<file path="src/hdl/cpid_pkg.sv">
// Shared types, constants and microprogram of the cascade PID controller.
package cpid_pkg;

    localparam int DATA_W    = 32;
    localparam int LIM_W     = 31;
    localparam int CFG_IDX_W = 3;
    localparam int STEP_W    = 4;

    typedef enum logic [3:0] {
        OP_NOP,
        OP_LOAD,
        OP_ERR,
        OP_DIFF,
        OP_TERM_FIRST,
        OP_TERM_ADD,
        OP_INTEG,
        OP_SUM,
        OP_EMIT
    } t_op;

    typedef enum logic [1:0] {
        MUL_NONE,
        MUL_KP_ERR,
        MUL_KD_DIFF,
        MUL_KI_ERR
    } t_mul_sel;

    typedef enum logic [1:0] {
        JMP_NEXT,
        JMP_GOTO,
        JMP_WAIT_IN,
        JMP_WAIT_OUT
    } t_jmp;

    typedef enum logic {
        LOOP_OUTER,
        LOOP_INNER
    } t_loop;

    typedef enum logic [CFG_IDX_W-1:0] {
        CFG_OUTER_KP,
        CFG_OUTER_KI,
        CFG_OUTER_KD,
        CFG_INNER_KP,
        CFG_INNER_KI,
        CFG_INNER_KD,
        CFG_OUTER_OUT_LIMIT,
        CFG_INNER_OUT_LIMIT
    } t_cfg_idx;

    typedef struct packed {
        t_op              op;
        t_loop            loop;
        t_mul_sel         mul;
        t_jmp             jmp;
        logic [STEP_W-1:0] target;
    } t_ctrl;

    localparam logic [STEP_W-1:0] STEP_IDLE = STEP_W'(0);
    localparam logic [STEP_W-1:0] STEP_EMIT = STEP_W'(13);

    // Control store: one word per step.
    function automatic t_ctrl ucode(input logic [STEP_W-1:0] step);
        t_ctrl w;
        w = '{op: OP_NOP, loop: LOOP_OUTER, mul: MUL_NONE, jmp: JMP_NEXT, target: STEP_IDLE};
        case (step)
            4'd0:  w = '{OP_LOAD,       LOOP_OUTER, MUL_NONE,    JMP_WAIT_IN,  STEP_IDLE};
            4'd1:  w = '{OP_ERR,        LOOP_OUTER, MUL_NONE,    JMP_NEXT,     STEP_IDLE};
            4'd2:  w = '{OP_DIFF,       LOOP_OUTER, MUL_KP_ERR,  JMP_NEXT,     STEP_IDLE};
            4'd3:  w = '{OP_TERM_FIRST, LOOP_OUTER, MUL_KD_DIFF, JMP_NEXT,     STEP_IDLE};
            4'd4:  w = '{OP_TERM_ADD,   LOOP_OUTER, MUL_KI_ERR,  JMP_NEXT,     STEP_IDLE};
            4'd5:  w = '{OP_INTEG,      LOOP_OUTER, MUL_NONE,    JMP_NEXT,     STEP_IDLE};
            4'd6:  w = '{OP_SUM,        LOOP_OUTER, MUL_NONE,    JMP_NEXT,     STEP_IDLE};
            4'd7:  w = '{OP_ERR,        LOOP_INNER, MUL_NONE,    JMP_NEXT,     STEP_IDLE};
            4'd8:  w = '{OP_DIFF,       LOOP_INNER, MUL_KP_ERR,  JMP_NEXT,     STEP_IDLE};
            4'd9:  w = '{OP_TERM_FIRST, LOOP_INNER, MUL_KD_DIFF, JMP_NEXT,     STEP_IDLE};
            4'd10: w = '{OP_TERM_ADD,   LOOP_INNER, MUL_KI_ERR,  JMP_NEXT,     STEP_IDLE};
            4'd11: w = '{OP_INTEG,      LOOP_INNER, MUL_NONE,    JMP_NEXT,     STEP_IDLE};
            4'd12: w = '{OP_SUM,        LOOP_INNER, MUL_NONE,    JMP_NEXT,     STEP_IDLE};
            4'd13: w = '{OP_EMIT,       LOOP_OUTER, MUL_NONE,    JMP_WAIT_OUT, STEP_IDLE};
            default: w = '{OP_NOP,      LOOP_OUTER, MUL_NONE,    JMP_GOTO,     STEP_IDLE};
        endcase
        return w;
    endfunction

    // Saturate a 33-bit signed value to 32 bits.
    function automatic logic signed [DATA_W-1:0] sat33(input logic signed [DATA_W:0] v);
        logic signed [DATA_W-1:0] r;
        if (v[DATA_W] != v[DATA_W-1]) begin
            r = v[DATA_W] ? {1'b1, {(DATA_W-1){1'b0}}} : {1'b0, {(DATA_W-1){1'b1}}};
        end else begin
            r = v[DATA_W-1:0];
        end
        return r;
    endfunction

endpackage

</file>
<file path="src/hdl/cpid_datapath.sv">
// Datapath of the cascade PID: config registers, loop state, shared multiplier, adder and clamps.
module cpid_datapath #(
    parameter int OUTER_INT_LIMIT = 65536000,
    parameter int INNER_INT_LIMIT = 65536000,
    parameter int OUTER_DEADZONE  = 0,
    parameter int INNER_DEADZONE  = 0,
    parameter int FRAC_BITS       = 16
) (
    input  logic                                i_clk,
    input  logic                                i_rst_n,
    input  cpid_pkg::t_ctrl                     i_ctrl,
    input  logic                                i_fire,
    input  logic                                i_cfg_we,
    input  logic [cpid_pkg::CFG_IDX_W-1:0]      i_cfg_index,
    input  logic [cpid_pkg::DATA_W-1:0]         i_cfg_data,
    input  logic signed [cpid_pkg::DATA_W-1:0]  i_angle_setpoint,
    input  logic signed [cpid_pkg::DATA_W-1:0]  i_angle_measured,
    input  logic signed [cpid_pkg::DATA_W-1:0]  i_speed_measured,
    input  logic                                i_clear_history,
    output logic signed [cpid_pkg::DATA_W-1:0]  o_drive_value,
    output logic signed [cpid_pkg::DATA_W-1:0]  o_speed_setpoint
);

    localparam int W   = cpid_pkg::DATA_W;
    localparam int LW  = cpid_pkg::LIM_W;
    localparam int ACW = W + 2;

    localparam logic signed [ACW-1:0] OUTER_IL = ACW'(OUTER_INT_LIMIT);
    localparam logic signed [ACW-1:0] INNER_IL = ACW'(INNER_INT_LIMIT);
    localparam logic [W:0]            OUTER_DZ = (W+1)'(OUTER_DEADZONE);
    localparam logic [W:0]            INNER_DZ = (W+1)'(INNER_DEADZONE);

    // configuration, indexed by loop
    logic signed [W-1:0]  r_kp [2];
    logic signed [W-1:0]  r_ki [2];
    logic signed [W-1:0]  r_kd [2];
    logic [LW-1:0]        r_out_lim [2];

    // loop history
    logic signed [W-1:0]  r_prev [2];
    logic signed [W-1:0]  r_integ [2];

    // working registers
    logic signed [W-1:0]     r_sp, r_am, r_sm;
    logic signed [W-1:0]     r_err, r_dd, r_spd, r_drv;
    logic signed [2*W-1:0]   r_prod;
    logic signed [ACW-1:0]   r_acc;

    logic                    lp;
    logic signed [W-1:0]     ref_v, fdb_v;
    logic signed [W:0]       diff;
    logic [W:0]              mag;
    logic [W:0]              dz;
    logic signed [W-1:0]     err_v, dd_v;
    logic signed [W-1:0]     mul_a, mul_b;
    logic signed [2*W-1:0]   prod_sh;
    logic signed [W-1:0]     term;
    logic signed [ACW-1:0]   il, integ_sum, integ_v;
    logic signed [ACW-1:0]   ol, out_sum;
    logic signed [W-1:0]     out_v;

    assign lp = i_ctrl.loop;

    always_comb begin
        ref_v = (lp == cpid_pkg::LOOP_INNER) ? r_spd : r_sp;
        fdb_v = (lp == cpid_pkg::LOOP_INNER) ? r_sm : r_am;
        dz    = (lp == cpid_pkg::LOOP_INNER) ? INNER_DZ : OUTER_DZ;
        il    = (lp == cpid_pkg::LOOP_INNER) ? INNER_IL : OUTER_IL;
        ol    = ACW'({1'b0, r_out_lim[lp]});

        diff  = (W+1)'(ref_v) - (W+1)'(fdb_v);
        mag   = diff[W] ? (W+1)'(-diff) : (W+1)'(diff);
        err_v = (mag < dz) ? '0 : cpid_pkg::sat33(diff);
        dd_v  = cpid_pkg::sat33((W+1)'(r_err) - (W+1)'(r_prev[lp]));

        mul_a = r_err;
        mul_b = r_kp[lp];
        case (i_ctrl.mul)
            cpid_pkg::MUL_KD_DIFF: begin
                mul_a = r_dd;
                mul_b = r_kd[lp];
            end
            cpid_pkg::MUL_KI_ERR: begin
                mul_b = r_ki[lp];
            end
            default: begin
            end
        endcase

        // arithmetic shift floors toward minus infinity
        prod_sh = r_prod >>> FRAC_BITS;
        if (prod_sh[2*W-1:W-1] == '0 || prod_sh[2*W-1:W-1] == '1) begin
            term = prod_sh[W-1:0];
        end else begin
            term = prod_sh[2*W-1] ? {1'b1, {(W-1){1'b0}}} : {1'b0, {(W-1){1'b1}}};
        end

        integ_sum = ACW'(r_integ[lp]) + ACW'(term);
        if (integ_sum < -il) begin
            integ_v = -il;
        end else if (integ_sum > il) begin
            integ_v = il;
        end else begin
            integ_v = integ_sum;
        end

        out_sum = r_acc + ACW'(r_integ[lp]);
        if (out_sum < -ol) begin
            out_v = W'(-ol);
        end else if (out_sum > ol) begin
            out_v = W'(ol);
        end else begin
            out_v = W'(out_sum);
        end
    end

    always_ff @(posedge i_clk) begin
        if (!i_rst_n) begin
            for (int i = 0; i < 2; i++) begin
                r_kp[i]      <= '0;
                r_ki[i]      <= '0;
                r_kd[i]      <= '0;
                r_out_lim[i] <= '0;
                r_prev[i]    <= '0;
                r_integ[i]   <= '0;
            end
        end else begin
            if (i_cfg_we) begin
                unique case (cpid_pkg::t_cfg_idx'(i_cfg_index))
                    cpid_pkg::CFG_OUTER_KP:        r_kp[0]      <= i_cfg_data;
                    cpid_pkg::CFG_OUTER_KI:        r_ki[0]      <= i_cfg_data;
                    cpid_pkg::CFG_OUTER_KD:        r_kd[0]      <= i_cfg_data;
                    cpid_pkg::CFG_INNER_KP:        r_kp[1]      <= i_cfg_data;
                    cpid_pkg::CFG_INNER_KI:        r_ki[1]      <= i_cfg_data;
                    cpid_pkg::CFG_INNER_KD:        r_kd[1]      <= i_cfg_data;
                    cpid_pkg::CFG_OUTER_OUT_LIMIT: r_out_lim[0] <= i_cfg_data[LW-1:0];
                    cpid_pkg::CFG_INNER_OUT_LIMIT: r_out_lim[1] <= i_cfg_data[LW-1:0];
                    default: begin
                    end
                endcase
            end
            if (i_fire) begin
                case (i_ctrl.op)
                    cpid_pkg::OP_LOAD: begin
                        if (i_clear_history) begin
                            for (int i = 0; i < 2; i++) begin
                                r_prev[i]  <= '0;
                                r_integ[i] <= '0;
                            end
                        end
                    end
                    cpid_pkg::OP_DIFF:  r_prev[lp]  <= r_err;
                    cpid_pkg::OP_INTEG: r_integ[lp] <= W'(integ_v);
                    default: begin
                    end
                endcase
            end
        end
    end

    always_ff @(posedge i_clk) begin
        if (i_fire) begin
            if (i_ctrl.mul != cpid_pkg::MUL_NONE) begin
                r_prod <= mul_a * mul_b;
            end
            case (i_ctrl.op)
                cpid_pkg::OP_LOAD: begin
                    r_sp  <= i_angle_setpoint;
                    r_am  <= i_angle_measured;
                    r_sm  <= i_speed_measured;
                end
                cpid_pkg::OP_ERR:        r_err <= err_v;
                cpid_pkg::OP_DIFF:       r_dd  <= dd_v;
                cpid_pkg::OP_TERM_FIRST: r_acc <= ACW'(term);
                cpid_pkg::OP_TERM_ADD:   r_acc <= r_acc + ACW'(term);
                cpid_pkg::OP_SUM: begin
                    if (lp == cpid_pkg::LOOP_INNER) begin
                        r_drv <= out_v;
                    end else begin
                        r_spd <= out_v;
                    end
                end
                cpid_pkg::OP_EMIT: begin
                    o_drive_value    <= r_drv;
                    o_speed_setpoint <= r_spd;
                end
                default: begin
                end
            endcase
        end
    end

endmodule

</file>
<file path="src/hdl/cascade_pid_controller_unit.sv">
// Top level of the cascade PID controller: microprogram sequencer and handshakes.
//
// Usage:
//   Input channel (i_in_valid / o_in_ready) carries one word: angle setpoint,
//   angle measurement, speed measurement and a clear flag. Output channel
//   (o_out_valid / i_out_ready) returns the drive value and the outer loop's
//   speed setpoint. Gains and output limits are written through i_cfg_we,
//   i_cfg_index and i_cfg_data; the user must write them only while the block
//   is idle, as the block does not enforce this. A 14-step microprogram runs
//   both loops on one shared 32x32 multiplier and one adder/clamp unit: 6 steps
//   per loop, one load step, one emit step. The result is registered by the
//   emit step, and a new word is taken in the cycle after that step fires; no
//   new word is accepted while one is in flight. Each loop needs three
//   multiplies. Reset clears the gains, limits, loop history and the output
//   valid flag. If the receiver stalls, the next input word is still taken and
//   computed; the sequencer then holds in the emit step and the output word
//   stays until taken. No input is accepted while it holds.
module cascade_pid_controller_unit #(
    parameter int OUTER_INT_LIMIT = 65536000,
    parameter int INNER_INT_LIMIT = 65536000,
    parameter int OUTER_DEADZONE  = 0,
    parameter int INNER_DEADZONE  = 0,
    parameter int FRAC_BITS       = 16
) (
    input  logic                                i_clk,
    input  logic                                i_rst_n,
    input  logic                                i_in_valid,
    output logic                                o_in_ready,
    input  logic signed [cpid_pkg::DATA_W-1:0]  i_angle_setpoint,
    input  logic signed [cpid_pkg::DATA_W-1:0]  i_angle_measured,
    input  logic signed [cpid_pkg::DATA_W-1:0]  i_speed_measured,
    input  logic                                i_clear_history,
    output logic                                o_out_valid,
    input  logic                                i_out_ready,
    output logic signed [cpid_pkg::DATA_W-1:0]  o_drive_value,
    output logic signed [cpid_pkg::DATA_W-1:0]  o_speed_setpoint,
    input  logic                                i_cfg_we,
    input  logic [cpid_pkg::CFG_IDX_W-1:0]      i_cfg_index,
    input  logic [cpid_pkg::DATA_W-1:0]         i_cfg_data
);

    logic [cpid_pkg::STEP_W-1:0] r_step, n_step;
    logic                        r_out_valid, n_out_valid;
    cpid_pkg::t_ctrl             ctrl;
    logic                        fire;

    assign ctrl = cpid_pkg::ucode(r_step);

    always_comb begin
        unique case (ctrl.jmp)
            cpid_pkg::JMP_WAIT_IN:  fire = i_in_valid;
            cpid_pkg::JMP_WAIT_OUT: fire = !r_out_valid || i_out_ready;
            default:                fire = 1'b1;
        endcase

        n_step = r_step;
        if (fire) begin
            if (ctrl.jmp == cpid_pkg::JMP_GOTO || ctrl.jmp == cpid_pkg::JMP_WAIT_OUT) begin
                n_step = ctrl.target;
            end else begin
                n_step = r_step + 1'b1;
            end
        end

        n_out_valid = r_out_valid && !i_out_ready;
        if (fire && ctrl.op == cpid_pkg::OP_EMIT) begin
            n_out_valid = 1'b1;
        end
    end

    always_ff @(posedge i_clk) begin
        if (!i_rst_n) begin
            r_step      <= cpid_pkg::STEP_IDLE;
            r_out_valid <= 1'b0;
        end else begin
            r_step      <= n_step;
            r_out_valid <= n_out_valid;
        end
    end

    assign o_in_ready  = (ctrl.jmp == cpid_pkg::JMP_WAIT_IN);
    assign o_out_valid = r_out_valid;

    cpid_datapath #(
        .OUTER_INT_LIMIT (OUTER_INT_LIMIT),
        .INNER_INT_LIMIT (INNER_INT_LIMIT),
        .OUTER_DEADZONE  (OUTER_DEADZONE),
        .INNER_DEADZONE  (INNER_DEADZONE),
        .FRAC_BITS       (FRAC_BITS)
    ) u_dp (
        .i_clk            (i_clk),
        .i_rst_n          (i_rst_n),
        .i_ctrl           (ctrl),
        .i_fire           (fire),
        .i_cfg_we         (i_cfg_we),
        .i_cfg_index      (i_cfg_index),
        .i_cfg_data       (i_cfg_data),
        .i_angle_setpoint (i_angle_setpoint),
        .i_angle_measured (i_angle_measured),
        .i_speed_measured (i_speed_measured),
        .i_clear_history  (i_clear_history),
        .o_drive_value    (o_drive_value),
        .o_speed_setpoint (o_speed_setpoint)
    );

    a_busy_after_accept: assert property (@(posedge i_clk) disable iff (!i_rst_n)
        (i_in_valid && o_in_ready) |=> !o_in_ready)
        else $error("input taken again right after accept");

    a_emit_origin: assert property (@(posedge i_clk) disable iff (!i_rst_n)
        $rose(o_out_valid) |-> $past(r_step) == cpid_pkg::STEP_EMIT)
        else $error("output valid raised outside the emit step");

    a_step_range: assert property (@(posedge i_clk) disable iff (!i_rst_n)
        r_step <= cpid_pkg::STEP_EMIT)
        else $error("step counter left the microprogram");

endmodule
</file>
<file path="config.mk">
export PLATFORM = sky130hd
export DESIGN_NAME = cascade_pid_controller_unit
export DESIGN_NICKNAME = d
export VERILOG_FILES = /design/src/hdl/cpid_pkg.sv /design/src/hdl/cpid_datapath.sv /design/src/hdl/cascade_pid_controller_unit.sv
export SDC_FILE = /design/constraint.sdc
export NUM_CORES = 2
export LEC_CHECK = 0
export ABC_AREA = 1
export ABC_CLOCK_PERIOD_IN_PS = 27300
export BUFFER_PORTS_ARGS = -buffer_cell sky130_fd_sc_hd__clkbuf_2
export CAP_MARGIN = 10
export CORE_MARGIN = 3
export CORE_UTILIZATION = 35
export DETAILED_ROUTE_END_ITERATION = 12
export HOLD_SLACK_MARGIN = 0.06
export PLACE_DENSITY = 0.47
export SKIP_CTS_REPAIR_TIMING = 1
export SYNTH_ARGS = -nofsm -noshare
export SYNTH_HDL_FRONTEND = slang
export SYNTH_SLANG_ARGS = --single-unit
</file>
<file path="constraint.sdc">
create_clock -name i_clk -period 27.3 [get_ports i_clk]
set_input_delay 4.095 -clock i_clk [delete_from_list [all_inputs] [get_ports i_clk]]
set_output_delay 4.095 -clock i_clk [all_outputs]
set_load 0.03 [all_outputs]
</file>
==> flow_summary.json <==
{
  "synth_async_sr_flop_share": 0,
  "ctsHtreeMaxLevel": 3,
  "detailroute.wirelength.met3_mm": 13.4,
  "cap_violations": 0,
  "drtAntennaViolNets": 0,
  "top_layer": "met4",
  "grt_antenna_before_repair": 7,
  "syn_avg_cell_area_sq_um": 8.74,
  "grt_pass1_wl_mm": 407,
  "hold_ws_ns": 0.417,
  "synth_edf_count": 752,
  "worst_ep_arrival_time_ns": 10.77,
  "num-nets-final": 10800,
  "result_of_the_run": "finished clean",
  "gp_congestion": 0.949,
  "crit_path_start_kind": "flip-flop",
  "routed-wl-met2_mm": 127,
  "detailroute.via_count": 61200,
  "vias_per_cell": 5.01,
  "worst_clock_skew_ns": 0.0894,
  "area_growth_syn_to_layout_pct": 9.76,
  "cts_buffer_depth": 3,
  "cp_max_fo": 94,
  "final_common_cell": "nand2_1",
  "route.detailed.drc": 0,
  "grt_start_max_net_pins": 95,
  "type_of_the_setup_path_with_the_least_slack": "reg2reg",
  "final_cell_count_no_fill": 12200,
  "die_h_um": 481,
  "m1WireLength_mm": 124,
  "worst_ep_required_time_ns": 27.75,
  "timing.fmax_ghz": 0.0969,
  "tritoncts": "built",
  "grt_usage": 0.236,
  "timing.final.crit_share": 0.378,
  "post_synthesis_sequential_element_count": 766,
  "rsz_0062_raised_after_global_routing": "false",
  "final_cell_mix": "nand2_1, inv_1, fa_1",
  "setup-violations-final": 0,
  "cts_root_buf": "clkbuf_16",
  "maxSlewViolCount": 0,
  "maxSlewHeadroom": 0.246,
  "final.min_clock_period_ns": 10.32,
  "worstSkewPairLatency_ns": 0.75,
  "placed_cells_incl_taps": 12100,
  "finalHoldViolCount": 0,
  "floorplan.rows": 173,
  "cts_buffers": 87,
  "timing.setup.tns_ns": 0,
  "detail_route.first_pass.iterations": 6,
  "floorplan.io_pins": 203,
  "overflow": 0,
  "kind_of_path_behind_the_tightest_hold_check": "reg2reg",
  "syn-instance-count": 9050,
  "initial_utilization": 0.354,
  "crit_path_end_kind": "flip-flop",
  "tightest_slew_ns": 1.13,
  "die-area_sq_mm": 0.232,
  "hpwlAfterDp_mm": 218,
  "final_layout_size_suffix_gt1_frac": 0.0627,
  "synth_seq_area_share": 0.289,
  "synthesis.area_sq_mm": 0.0791,
  "yosys_warnings": 0,
  "buffer_ports.inserted": 202,
  "drt_iter0_drc": 4447,
  "ys_types": 64,
  "ys.flop_type": "edfxtp_1",
  "clkSlewWorstSetupHoldPaths_ns": 0.07,
  "routed_wl_mm": 271,
  "first_global_vias": 63000,
  "routed_wire_length_per_instance_um": 22.2,
  "synth_nets": 10700,
  "core-area_sq_mm": 0.224,
  "die_width_um": 481,
  "cts_sinks": 766
}
-- routing by layer --
layer  vias to the layer above  GRT usage
met5                         -          0
met4                         0     0.0547
met3                       275     0.0286
met2                      1612      0.386
met1                     31200      0.334
li1                      28100          -
-- synthesized netlist by cell type, drive strengths merged (2+ instances only) --
| cell | instances | share of area |
|---|---|---|
| nand2 | 2212 | 0.11 |
| inv | 1756 | 0.083 |
| fa | 1086 | 0.27 |
| nor2 | 1009 | 0.048 |
| edfxtp | 752 | 0.29 |
| ha | 414 | 0.065 |
| a21oi | 309 | 0.020 |
| nand3 | 303 | 0.019 |
| o21ai | 248 | 0.017 |
| clkbuf | 212 | 0.010 |
| xor2 | 147 | 0.016 |
| buf | 80 | 0.0052 |
| mux2i | 68 | 0.0086 |
| nor3 | 64 | 0.0043 |
| xnor2 | 56 | 0.0062 |
| nand4 | 49 | 0.0039 |
| or2 | 43 | 0.0034 |
| a21o | 36 | 0.0034 |
| clkinv | 29 | 0.0014 |
| nor4 | 23 | 0.0018 |
| a31oi | 21 | 0.0017 |
| o21bai | 16 | 0.0016 |
| o21a | 15 | 0.0014 |
| dfxtp | 14 | 0.0035 |
| o221ai | 12 | 0.0013 |
| a211oi | 11 | 0.0010 |
| o211ai | 11 | 0.0010 |
| and2 | 9 | 0.00071 |
| a21boi | 7 | 0.00066 |
| nand3b | 6 | 0.00057 |
| o31ai | 6 | 0.00057 |
| a221oi | 4 | 0.00044 |
| and3 | 3 | 0.00024 |
| a2111oi | 2 | 0.00022 |
| a22o | 2 | 0.00022 |
| a22oi | 2 | 0.00019 |
| a31o | 2 | 0.00022 |
| o221a | 2 | 0.00028 |
-- sequential cells by signal, indices dropped and copies added (netlist names) --
signal                 flops
ctrl                       9
o_out_valid                1
r_step                     4
u_dp.o_drive_value        32
u_dp.o_speed_setpoint     32
u_dp.r_acc                34
u_dp.r_am                 32
u_dp.r_dd                 32
u_dp.r_drv                32
u_dp.r_err                32
u_dp.r_integ              64
u_dp.r_kd                 64
u_dp.r_ki                 64
u_dp.r_kp                 64
u_dp.r_out_lim            62
u_dp.r_prev               64
u_dp.r_prod               48
u_dp.r_sm                 32
u_dp.r_sp                 32
u_dp.r_spd                32
-- through the flow --
stage / util / cell area (sq um) / setup WS, ns
CTS: 0.388 / 86800 / 16.93
global placement: 0.376 / 84000 / 16.93
floorplan: - / 79100 / 13.89
global route: 0.388 / 86800 / 16.14
detailed placement: 0.376 / 84000 / 16.96
finish: 0.388 / 86800 / 16.98
-- cell families (layout without fill, tap and decap cells) --
group                      Yosys count  in the layout  share of synthesized area
muxes                               68             68                    0.00860
and+or+nand+nor                   3722           3722                      0.188
DFF                                766            766                      0.289
other                                0              2                          0
adders and majority gates         1500           1500                      0.340
xor gates and xnor gates           203            203                     0.0225
buffers and inverters             2077           2271                      0.100
AOI/OAI and AO/OA                  714            714                     0.0515
-- worst paths after layout --
kind              slack [ns]                      from  cells after the start                          endpoint
hold reg to reg         0.42  u_dp.r_drv[11]$_DFFE_PP_                      0  u_dp.o_drive_value[11]$_DFFE_PP_
setup reg to reg       16.98           ctrl[8]$_DFF_P_                     25         u_dp.r_prod[57]$_DFFE_PP_
setup / recovery       16.98           ctrl[8]$_DFF_P_                     25         u_dp.r_prod[57]$_DFFE_PP_
hold / removal          0.42  u_dp.r_drv[11]$_DFFE_PP_                      0  u_dp.o_drive_value[11]$_DFFE_PP_
-- cell type report --
type / count / area (sq um)
multi-input combinational: 6207 / 48800
inverter: 1785 / 6710
clock buffer: 109 / 2260
sequential: 766 / 22900
tap: 2975 / 3720
clock inverter: 52 / 562
fill: 22900 / 137000
antenna: 2 / 5.00
timing repair buffer: 325 / 1950
-- critical path: stages, from the launching register on --
cell	delay (ns)
dfxtp_4	0.43
inv_6	0.30
buf_4	0.86
o21ai_0	0.29
o221ai_4	0.20
buf_4	0.42
nand2_1	0.20
inv_1	0.18
fa_1	0.46
fa_1	0.49
fa_1	0.72
fa_1	1.07
inv_1	0.42
fa_1	0.59
inv_1	0.05
fa_1	0.55
fa_1	0.45
fa_1	0.47
ha_1	0.37
a21oi_1	0.21
o21ai_0	0.16
a21oi_1	0.25
nor2_1	0.06
o21ai_0	0.17
nand4_1	0.28
xor2_1	0.24
Power is left out: the tool's default activity adds up to more than one toggle a clock period on the data nets, which glitch-free logic cannot reach.
